## src/hdl/uer_pkg.sv

```systemverilog
// Package for the ultrasonic echo ranger core.
// Holds register indexes, reset values, pulse lengths and state encodings.
// No dependencies.
`default_nettype none

package uer_pkg;

   localparam int unsigned TIMEOUT_W   = 16;
   localparam int unsigned DIVISOR_W   = 8;
   localparam int unsigned DIST_W      = 15;
   localparam int unsigned PULSE_W     = 4;
   localparam int unsigned CSR_ADDR_W  = 2;
   localparam int unsigned CSR_DATA_W  = 16;
   localparam int unsigned REQ_DATA_W  = 8;
   localparam int unsigned RSP_DATA_W  = 24;
   localparam int unsigned DIV_STEPS   = 16;
   localparam int unsigned DIV_CNT_W   = 4;

   localparam logic [CSR_ADDR_W-1:0] CSR_ECHO_TIMEOUT = 2'd0;
   localparam logic [CSR_ADDR_W-1:0] CSR_DIVISOR      = 2'd1;
   localparam logic [CSR_ADDR_W-1:0] CSR_THRESHOLD    = 2'd2;

   localparam logic [TIMEOUT_W-1:0] TIMEOUT_RESET   = 16'd30000;
   localparam logic [DIVISOR_W-1:0] DIVISOR_RESET   = 8'd58;
   localparam logic [DIST_W-1:0]    THRESHOLD_RESET = 15'd40;

   localparam logic [PULSE_W-1:0] TRIG_LOW_TICKS  = 4'd2;
   localparam logic [PULSE_W-1:0] TRIG_HIGH_TICKS = 4'd10;

   localparam logic [TIMEOUT_W-1:0] ELAPSED_MAX = 16'hFFFF;

   typedef enum logic [4:0] {
      PH_IDLE      = 5'b00001,
      PH_TRIG_LOW  = 5'b00010,
      PH_TRIG_HIGH = 5'b00100,
      PH_WAIT_RISE = 5'b01000,
      PH_MEASURE   = 5'b10000
   } phase_type;

   typedef enum logic [2:0] {
      SQ_IDLE = 3'b001,
      SQ_DIV  = 3'b010,
      SQ_FIN  = 3'b100
   } seq_type;

endpackage

`default_nettype wire

```

## src/hdl/ultrasonic_echo_ranger_core.sv

```systemverilog
// Ultrasonic echo ranger core: trigger pulse, echo timing and distance calc.
// One shared restoring divider step serves the duration / divisor division.
// Depends on uer_pkg.
//
//  channel | dir | handshake              | payload
//  req     | in  | req_tvalid/req_tready  | req_tdata: start_req, echo
//  rsp     | out | rsp_tvalid/rsp_tready  | rsp_tdata: trigger, busy_res, done_res,
//          |     |                        |            distance, closed
//  csr     | in  | csr_we                 | csr_addr, csr_wdata
//
// A tick that ends no measurement is answered on accept; its result is registered.
// A tick that ends a measurement passes through accept, 16 divider steps
// (one quotient bit each), then the final halving and threshold compare.
// req_tready is high only with the sequencer idle and the output free or draining.
// Synchronous active-high reset; no clearing pass.
`default_nettype none

module ultrasonic_echo_ranger_core (
   input  wire                              clock,
   input  wire                              reset,
   input  wire                              req_tvalid,
   output logic                             req_tready,
   input  wire  [uer_pkg::REQ_DATA_W-1:0]   req_tdata,   // [0] start_req, [1] echo
   output logic                             rsp_tvalid,
   input  wire                              rsp_tready,
   output logic [uer_pkg::RSP_DATA_W-1:0]   rsp_tdata,   // [0] trigger, [1] busy_res,
                                                         // [2] done_res, [17:3] distance,
                                                         // [18] closed
   input  wire                              csr_we,
   input  wire  [uer_pkg::CSR_ADDR_W-1:0]   csr_addr,
   input  wire  [uer_pkg::CSR_DATA_W-1:0]   csr_wdata
);

   logic [uer_pkg::TIMEOUT_W-1:0] timeout_ff;
   logic [uer_pkg::DIVISOR_W-1:0] divisor_ff;
   logic [uer_pkg::DIST_W-1:0]    threshold_ff;

   uer_pkg::phase_type            phase_ff, phase_in;
   logic [uer_pkg::PULSE_W-1:0]   pulse_ff, pulse_in;
   logic [uer_pkg::TIMEOUT_W-1:0] elapsed_ff, elapsed_in;
   logic [uer_pkg::DIST_W-1:0]    dist_ff, dist_in;
   logic                          closed_ff, closed_in;

   uer_pkg::seq_type              seq_ff, seq_in;
   logic [uer_pkg::DIV_CNT_W-1:0] cnt_ff, cnt_in;
   logic [uer_pkg::DIVISOR_W-1:0] dvs_ff, dvs_in;
   logic [uer_pkg::DIVISOR_W-1:0] rem_ff, rem_in;
   logic [uer_pkg::TIMEOUT_W-1:0] quo_ff, quo_in;

   logic                          out_valid_ff, out_valid_in;
   logic [uer_pkg::RSP_DATA_W-1:0] out_data_ff, out_data_in;

   logic                          accept;
   logic                          start_req;
   logic                          echo;
   logic                          trig;
   logic                          fin;
   logic [uer_pkg::TIMEOUT_W-1:0] duration;
   logic [uer_pkg::PULSE_W-1:0]   pulse_inc;
   logic [uer_pkg::TIMEOUT_W-1:0] elapsed_sat;
   logic [uer_pkg::DIVISOR_W:0]   div_shift;
   logic                          div_ge;
   logic [uer_pkg::DIVISOR_W:0]   div_diff;
   logic [uer_pkg::DIST_W-1:0]    dist_new;

   assign start_req   = req_tdata[0];
   assign echo        = req_tdata[1];
   assign req_tready  = (seq_ff == uer_pkg::SQ_IDLE) && (!out_valid_ff || rsp_tready);
   assign accept      = req_tvalid && req_tready;
   assign rsp_tvalid  = out_valid_ff;
   assign rsp_tdata   = out_data_ff;

   assign pulse_inc   = pulse_ff + 4'd1;
   assign elapsed_sat = (elapsed_ff == uer_pkg::ELAPSED_MAX) ? uer_pkg::ELAPSED_MAX
                                                             : elapsed_ff + 16'd1;

   // tick update
   always_comb begin
      phase_in = phase_ff;
      pulse_in = pulse_ff;
      elapsed_in = elapsed_ff;
      trig = 1'b0;
      fin = 1'b0;
      duration = '0;
      unique case (phase_ff)
         uer_pkg::PH_TRIG_LOW: begin
            pulse_in = pulse_inc;
            if (pulse_inc >= uer_pkg::TRIG_LOW_TICKS) begin
               phase_in = uer_pkg::PH_TRIG_HIGH;
               pulse_in = '0;
            end
         end
         uer_pkg::PH_TRIG_HIGH: begin
            trig = 1'b1;
            pulse_in = pulse_inc;
            if (pulse_inc >= uer_pkg::TRIG_HIGH_TICKS) begin
               phase_in = uer_pkg::PH_WAIT_RISE;
               pulse_in = '0;
               elapsed_in = '0;
            end
         end
         uer_pkg::PH_WAIT_RISE: begin
            if (echo) begin
               phase_in = uer_pkg::PH_MEASURE;
               elapsed_in = 16'd1;
               if (timeout_ff == '0) begin
                  fin = 1'b1;
                  duration = 16'd1;
               end
            end else begin
               elapsed_in = elapsed_sat;
               fin = elapsed_sat > timeout_ff;
            end
         end
         uer_pkg::PH_MEASURE: begin
            if (echo) begin
               elapsed_in = elapsed_sat;
               if (elapsed_sat > timeout_ff || elapsed_sat == uer_pkg::ELAPSED_MAX) begin
                  fin = 1'b1;
                  duration = elapsed_sat;
               end
            end else begin
               fin = 1'b1;
               duration = elapsed_ff;
            end
         end
         default: begin
            phase_in = uer_pkg::PH_IDLE;
            if (start_req) begin
               phase_in = uer_pkg::PH_TRIG_LOW;
               pulse_in = 4'd1;
               elapsed_in = '0;
            end
         end
      endcase
      if (fin) begin
         phase_in = uer_pkg::PH_IDLE;
         pulse_in = '0;
         elapsed_in = '0;
      end
   end

   // one restoring divide step
   assign div_shift = {rem_ff, quo_ff[uer_pkg::TIMEOUT_W-1]};
   assign div_ge    = div_shift >= {1'b0, dvs_ff};
   assign div_diff  = div_shift - {1'b0, dvs_ff};
   assign dist_new  = quo_ff[uer_pkg::TIMEOUT_W-1:1];

   always_comb begin
      seq_in = seq_ff;
      cnt_in = cnt_ff;
      dvs_in = dvs_ff;
      rem_in = rem_ff;
      quo_in = quo_ff;
      dist_in = dist_ff;
      closed_in = closed_ff;
      out_valid_in = out_valid_ff && !rsp_tready;
      out_data_in = out_data_ff;
      unique case (seq_ff)
         uer_pkg::SQ_IDLE: begin
            if (accept) begin
               if (fin) begin
                  seq_in = uer_pkg::SQ_DIV;
                  cnt_in = '0;
                  dvs_in = (divisor_ff == '0) ? 8'd1 : divisor_ff;
                  rem_in = '0;
                  quo_in = duration;
               end else begin
                  out_valid_in = 1'b1;
                  out_data_in = {5'd0, closed_ff, dist_ff, 1'b0,
                                 phase_in != uer_pkg::PH_IDLE, trig};
               end
            end
         end
         uer_pkg::SQ_DIV: begin
            rem_in = div_ge ? div_diff[uer_pkg::DIVISOR_W-1:0]
                            : div_shift[uer_pkg::DIVISOR_W-1:0];
            quo_in = {quo_ff[uer_pkg::TIMEOUT_W-2:0], div_ge};
            cnt_in = cnt_ff + 4'd1;
            if (cnt_ff == 4'(uer_pkg::DIV_STEPS - 1)) begin
               seq_in = uer_pkg::SQ_FIN;
            end
         end
         uer_pkg::SQ_FIN: begin
            seq_in = uer_pkg::SQ_IDLE;
            dist_in = dist_new;
            closed_in = dist_new > threshold_ff;
            out_valid_in = 1'b1;
            out_data_in = {5'd0, dist_new > threshold_ff, dist_new, 1'b1, 1'b0, 1'b0};
         end
         default: begin
            seq_in = uer_pkg::SQ_IDLE;
         end
      endcase
   end

   always_ff @(posedge clock) begin
      if (reset) begin
         timeout_ff <= uer_pkg::TIMEOUT_RESET;
         divisor_ff <= uer_pkg::DIVISOR_RESET;
         threshold_ff <= uer_pkg::THRESHOLD_RESET;
      end else if (csr_we) begin
         unique case (csr_addr)
            uer_pkg::CSR_ECHO_TIMEOUT: timeout_ff <= csr_wdata;
            uer_pkg::CSR_DIVISOR: divisor_ff <= csr_wdata[uer_pkg::DIVISOR_W-1:0];
            uer_pkg::CSR_THRESHOLD: threshold_ff <= csr_wdata[uer_pkg::DIST_W-1:0];
            default: begin
            end
         endcase
      end
   end

   always_ff @(posedge clock) begin
      if (reset) begin
         phase_ff <= uer_pkg::PH_IDLE;
         pulse_ff <= '0;
         elapsed_ff <= '0;
         dist_ff <= '0;
         closed_ff <= 1'b0;
         seq_ff <= uer_pkg::SQ_IDLE;
         out_valid_ff <= 1'b0;
      end else begin
         if (accept) begin
            phase_ff <= phase_in;
            pulse_ff <= pulse_in;
            elapsed_ff <= elapsed_in;
         end
         dist_ff <= dist_in;
         closed_ff <= closed_in;
         seq_ff <= seq_in;
         out_valid_ff <= out_valid_in;
      end
   end

   always_ff @(posedge clock) begin
      cnt_ff <= cnt_in;
      dvs_ff <= dvs_in;
      rem_ff <= rem_in;
      quo_ff <= quo_in;
      out_data_ff <= out_data_in;
   end

   a_done_not_busy: assert property (@(posedge clock) disable iff (reset)
      (out_valid_ff && out_data_ff[2]) |-> !out_data_ff[1])
      else $error("done beat reports busy");

   a_trig_busy: assert property (@(posedge clock) disable iff (reset)
      (out_valid_ff && out_data_ff[0]) |-> out_data_ff[1])
      else $error("trigger high outside a measurement");

   a_div_no_out: assert property (@(posedge clock) disable iff (reset)
      (seq_ff == uer_pkg::SQ_DIV) |-> !out_valid_ff)
      else $error("output pending while dividing");

   a_div_next: assert property (@(posedge clock) disable iff (reset)
      (seq_ff == uer_pkg::SQ_DIV) |=> (seq_ff == uer_pkg::SQ_DIV || seq_ff == uer_pkg::SQ_FIN))
      else $error("divider left early");

   a_fin_from_div: assert property (@(posedge clock) disable iff (reset)
      $rose(seq_ff == uer_pkg::SQ_FIN) |-> $past(cnt_ff) == 4'(uer_pkg::DIV_STEPS - 1))
      else $error("divide step count wrong");

endmodule

`default_nettype wire
```

## config.mk

```make
export PLATFORM = sky130hd
export DESIGN_NAME = ultrasonic_echo_ranger_core
export DESIGN_NICKNAME = d
export VERILOG_FILES = /design/src/hdl/uer_pkg.sv /design/src/hdl/ultrasonic_echo_ranger_core.sv
export SDC_FILE = /design/constraint.sdc
export NUM_CORES = 1
export LEC_CHECK = 0
export BUFFER_PORTS_ARGS = -buffer_cell sky130_fd_sc_hd__buf_2
export CAP_MARGIN = 10
export CORE_MARGIN = 2
export CORE_UTILIZATION = 60
export CTS_CLUSTER_SIZE = 16
export DETAILED_ROUTE_END_ITERATION = 10
export PLACE_DENSITY = 0.8
export SETUP_SLACK_MARGIN = 0.15
export SLEW_MARGIN = 0
export SYNTH_ARGS = -nofsm -noshare
export SYNTH_HDL_FRONTEND = slang
export SYNTH_SLANG_ARGS = --single-unit
```

## constraint.sdc

```tcl
create_clock -name clock -period 4.8 [get_ports clock]
set_input_delay 0 -clock clock [delete_from_list [all_inputs] [get_ports clock]]
set_output_delay 0 -clock clock [all_outputs]
set_load 0.1 [all_outputs]
```

==> flow_summary.json <==
{
  "status": "finished with violations",
  "violations": "DRC",
  "path_class": "reg -> reg",
  "drc": 1,
  "ir_worst_vdd_mv": 0.230,
  "seq_area_frac_synth": 0.453,
  "finalMaxSlewViolations": 0,
  "io-pin-count": 57,
  "die_h_microns": 115,
  "relSlewSlack": 0.479,
  "clock_latency_ns": 0.42,
  "yosysWarnings": 0,
  "synth_top_family_by_area": "simple AND/OR/NAND/NOR gates",
  "avgSynthCellArea_sq_um": 8.94,
  "clk_pin_slew_worst_paths_ns": 0.06,
  "top_layer": "met4",
  "grt_pass1_wl_microns": 28900,
  "avgRoutedWirePerCell_microns": 17.3,
  "nets": 947,
  "dieWidth_microns": 115,
  "initial_core_util": 0.612,
  "synthMuxAreaShare": 0.0109,
  "p_per_area_nw_per_um2": 332,
  "ys.flop_type": "dfxtp_1",
  "max_stage_delay_ns": 0.51,
  "syn_inst": 823,
  "finalWirelength_microns": 17900,
  "tns_ns": 0,
  "max_slew.worst_pin.slew_ns": 0.779,
  "cap_viol_max_count": 0,
  "grt_overflow": 0,
  "drive_above_1_share": 0.128,
  "fmax_mhz": 227,
  "htreeDepth": 4,
  "drt-initial-drc-count": 716,
  "ant_nets": 0,
  "gp_congestion": 0.959,
  "dieArea_sq_um": 13200,
  "cts_buffer_depth": 2,
  "synth-xor-area-share": 0.0155,
  "areaGrowthSynthToFinish_pct": 15.4,
  "core_area_sq_um": 12000,
  "p_leak_nw": 3.49,
  "hold_viol_final": 0,
  "synth_compound_area_frac": 0.162,
  "grt_pass1_vias": 5899,
  "cp_slowest_cell": "or4_1",
  "period_needed_ns": 4.41,
  "num_vias": 6249,
  "synth_simple_gate_area_frac": 0.221,
  "fin_util": 0.707,
  "cts_tree": "built",
  "grt_max_degree": 74,
  "crit_path_end_kind": "flop",
  "wl_met3_microns": 1470,
  "cts_buffers": 17,
  "rsz0062_at_grt": "no",
  "synth_fa_ha_area_frac": 0.0759,
  "fin_crit_sh": 0.918,
  "startpoint_type": "flop",
  "crit_required_ns": 4.90,
  "worst_clock_skew_ns": 0.0130,
  "viasPerCell": 6.06,
  "portBuffers": 45,
  "cts_root_buf": "clkbuf_16",
  "async_flop_share": 0,
  "ys_ff_latch": 139,
  "crit_chain": "ha_2, nand3_2, nor4_2, mux2i_1, clkinv_1, ha_1, nand4_1, or4_1, or2_2, o31ai_1, a21o_1, a31o_1, buf_4, nand2_1, nand2_1, buf_4",
  "whs_ns": 0.0352,
  "fillers": 881,
  "min-delay-path-class": "in -> reg",
  "antenna_found_initial": 0,
  "synth.distinct_cells": 69,
  "grt_usage": 0.283,
  "place_ws_ns": 0.303,
  "r2r_setup_slack_ns": 0.39,
  "drt_pass1_iterations": 11,
  "post-dp-hpwl_microns": 12600,
  "wl_met2_microns": 8430,
  "critPathMaxFanout": 19,
  "setup_slack_ns": 0.393,
  "syn_area_sq_um": 7350,
  "arrival_ns": 4.51,
  "p_total_mw": 2.82,
  "drt-met1-wl_microns": 7600,
  "diodes": 0,
  "synth_edf_count": 55,
  "cts_num_sinks": 139,
  "rows": 40,
  "final-setup-viol-count": 0
}
area by class of cell:
| type | count | area (sq um) | area share |
|---|---|---|---|
| inverter | 56 | 210 | 0.0248 |
| clock inverter | 8 | 70.1 | 0.00825 |
| multi-input combinational | 580 | 3610 | 0.425 |
| tap | 147 | 184 | 0.0217 |
| sequential | 139 | 3330 | 0.393 |
| timing repair buffer | 78 | 528 | 0.0622 |
| clock buffer | 24 | 556 | 0.0654 |
synthesized netlist by cell type, drive strengths merged (8+ instances only):
library cell	instances	share of area
mux2i	8	0.011
buf	19	0.015
nand2	148	0.076
a21oi	57	0.039
a211o	10	0.012
nor4	12	0.011
ha	43	0.073
edfxtp	55	0.22
a21o	17	0.017
nor2	45	0.023
nor3	17	0.012
dfxtp	84	0.23
nor2b	23	0.020
xnor2	9	0.011
nand2b	8	0.0068
inv	54	0.028
a22o	16	0.019
o21ai	37	0.026
nand4	14	0.015
nand3	19	0.014
a22oi	8	0.0082
clkbuf	33	0.017
registers in the layout, indices dropped and copies added (netlist names):
| name | flops |
|---|---|
| quo_ff | 16 |
| closed_ff | 1 |
| rsp_tdata | 19 |
| elapsed_ff | 16 |
| cnt_ff | 4 |
| rem_ff | 8 |
| timeout_ff | 16 |
| dist_ff | 15 |
| rsp_tvalid | 1 |
| threshold_ff | 15 |
| pulse_ff | 4 |
| divisor_ff | 8 |
| phase_ff | 5 |
| seq_ff | 3 |
| dvs_ff | 8 |
placed cells by master (no fill, tap or decap), drive strengths merged, types with 5 or more instances in the layout:
master and instances:
clkbuf 24, and4 5, a21oi 57, nor2 45, a22oi 8, mux2i 8
nor2b 23, buf 61, edfxtp 55, ha 43, dfxtp 84, xnor2 9
nand4 14, a31oi 5, inv 58, nand2 148, nand2b 8, nand3b 7
clkinv 5, dlygate4sd3 17, or2 6, a211o 10, a21o 17, nor3 17
conb 5, a22o 16, o21ai 37, nand3 19, nor4 12
final timing paths:
kind                                      start         endpoint  cells after the start
worst max-delay path              elapsed_ff[1]     rsp_tdata[9]                     16
worst min-delay path               req_tdata[0]      phase_ff[1]                      4
worst max register to register    elapsed_ff[1]     rsp_tdata[9]                     16
worst min register to register  threshold_ff[1]  threshold_ff[1]                      2
critical path, delay by kind of cell, from the launching register on:
family	cells	cell delay [ns]
buffers and inverters	3	0.58
and+or+nand+nor	7	1.65
DFF	1	0.40
AOI/OAI and AO/OA	3	0.51
muxes	1	0.33
adders and majority gates	2	0.60
cell families (layout without fill, tap and decap cells):
| logic type | Yosys count | count (layout) |
|---|---|---|
| fa+ha+maj | 44 | 44 |
| simple gates | 329 | 329 |
| flops | 139 | 139 |
| xor+xnor | 13 | 13 |
| compound gates | 181 | 181 |
| other cells | 1 | 5 |
| buf+inv | 108 | 166 |
| mux | 8 | 8 |
metal layers:
layer  track usage  vias to the layer above
li1              -                     2986
met1         0.370                     2913
met2         0.471                      317
met3        0.0556                       33
met4         0.105                        0
met5             0                        -
metrics by stage:
| step | instances | cell area [sq um] |
|---|---|---|
| 6_report | 1032 | 8490 |
| 5_1_grt | 1032 | 8490 |
| 4_1_cts | 1028 | 8450 |
| 3_5_place_dp | 979 | 7660 |
| 3_3_place_gp | 979 | 7660 |
| 2_1_floorplan | 827 | 7380 |
power by group:
group / internal (mW) / switching, mW
registers: 1.25 / 0.0155
clock network: 0.859 / 0.487
logic: 0.0566 / 0.158
total: 2.16 / 0.661
what timing repair did:
action,4_1_cts,5_1_grt
setup buffers,0,4
hold buffers,17,0
hold endpoints to repair,40,0
gates resized for setup,0,3
setup endpoints to repair,0,53
(Power assumes the default switching activity.)
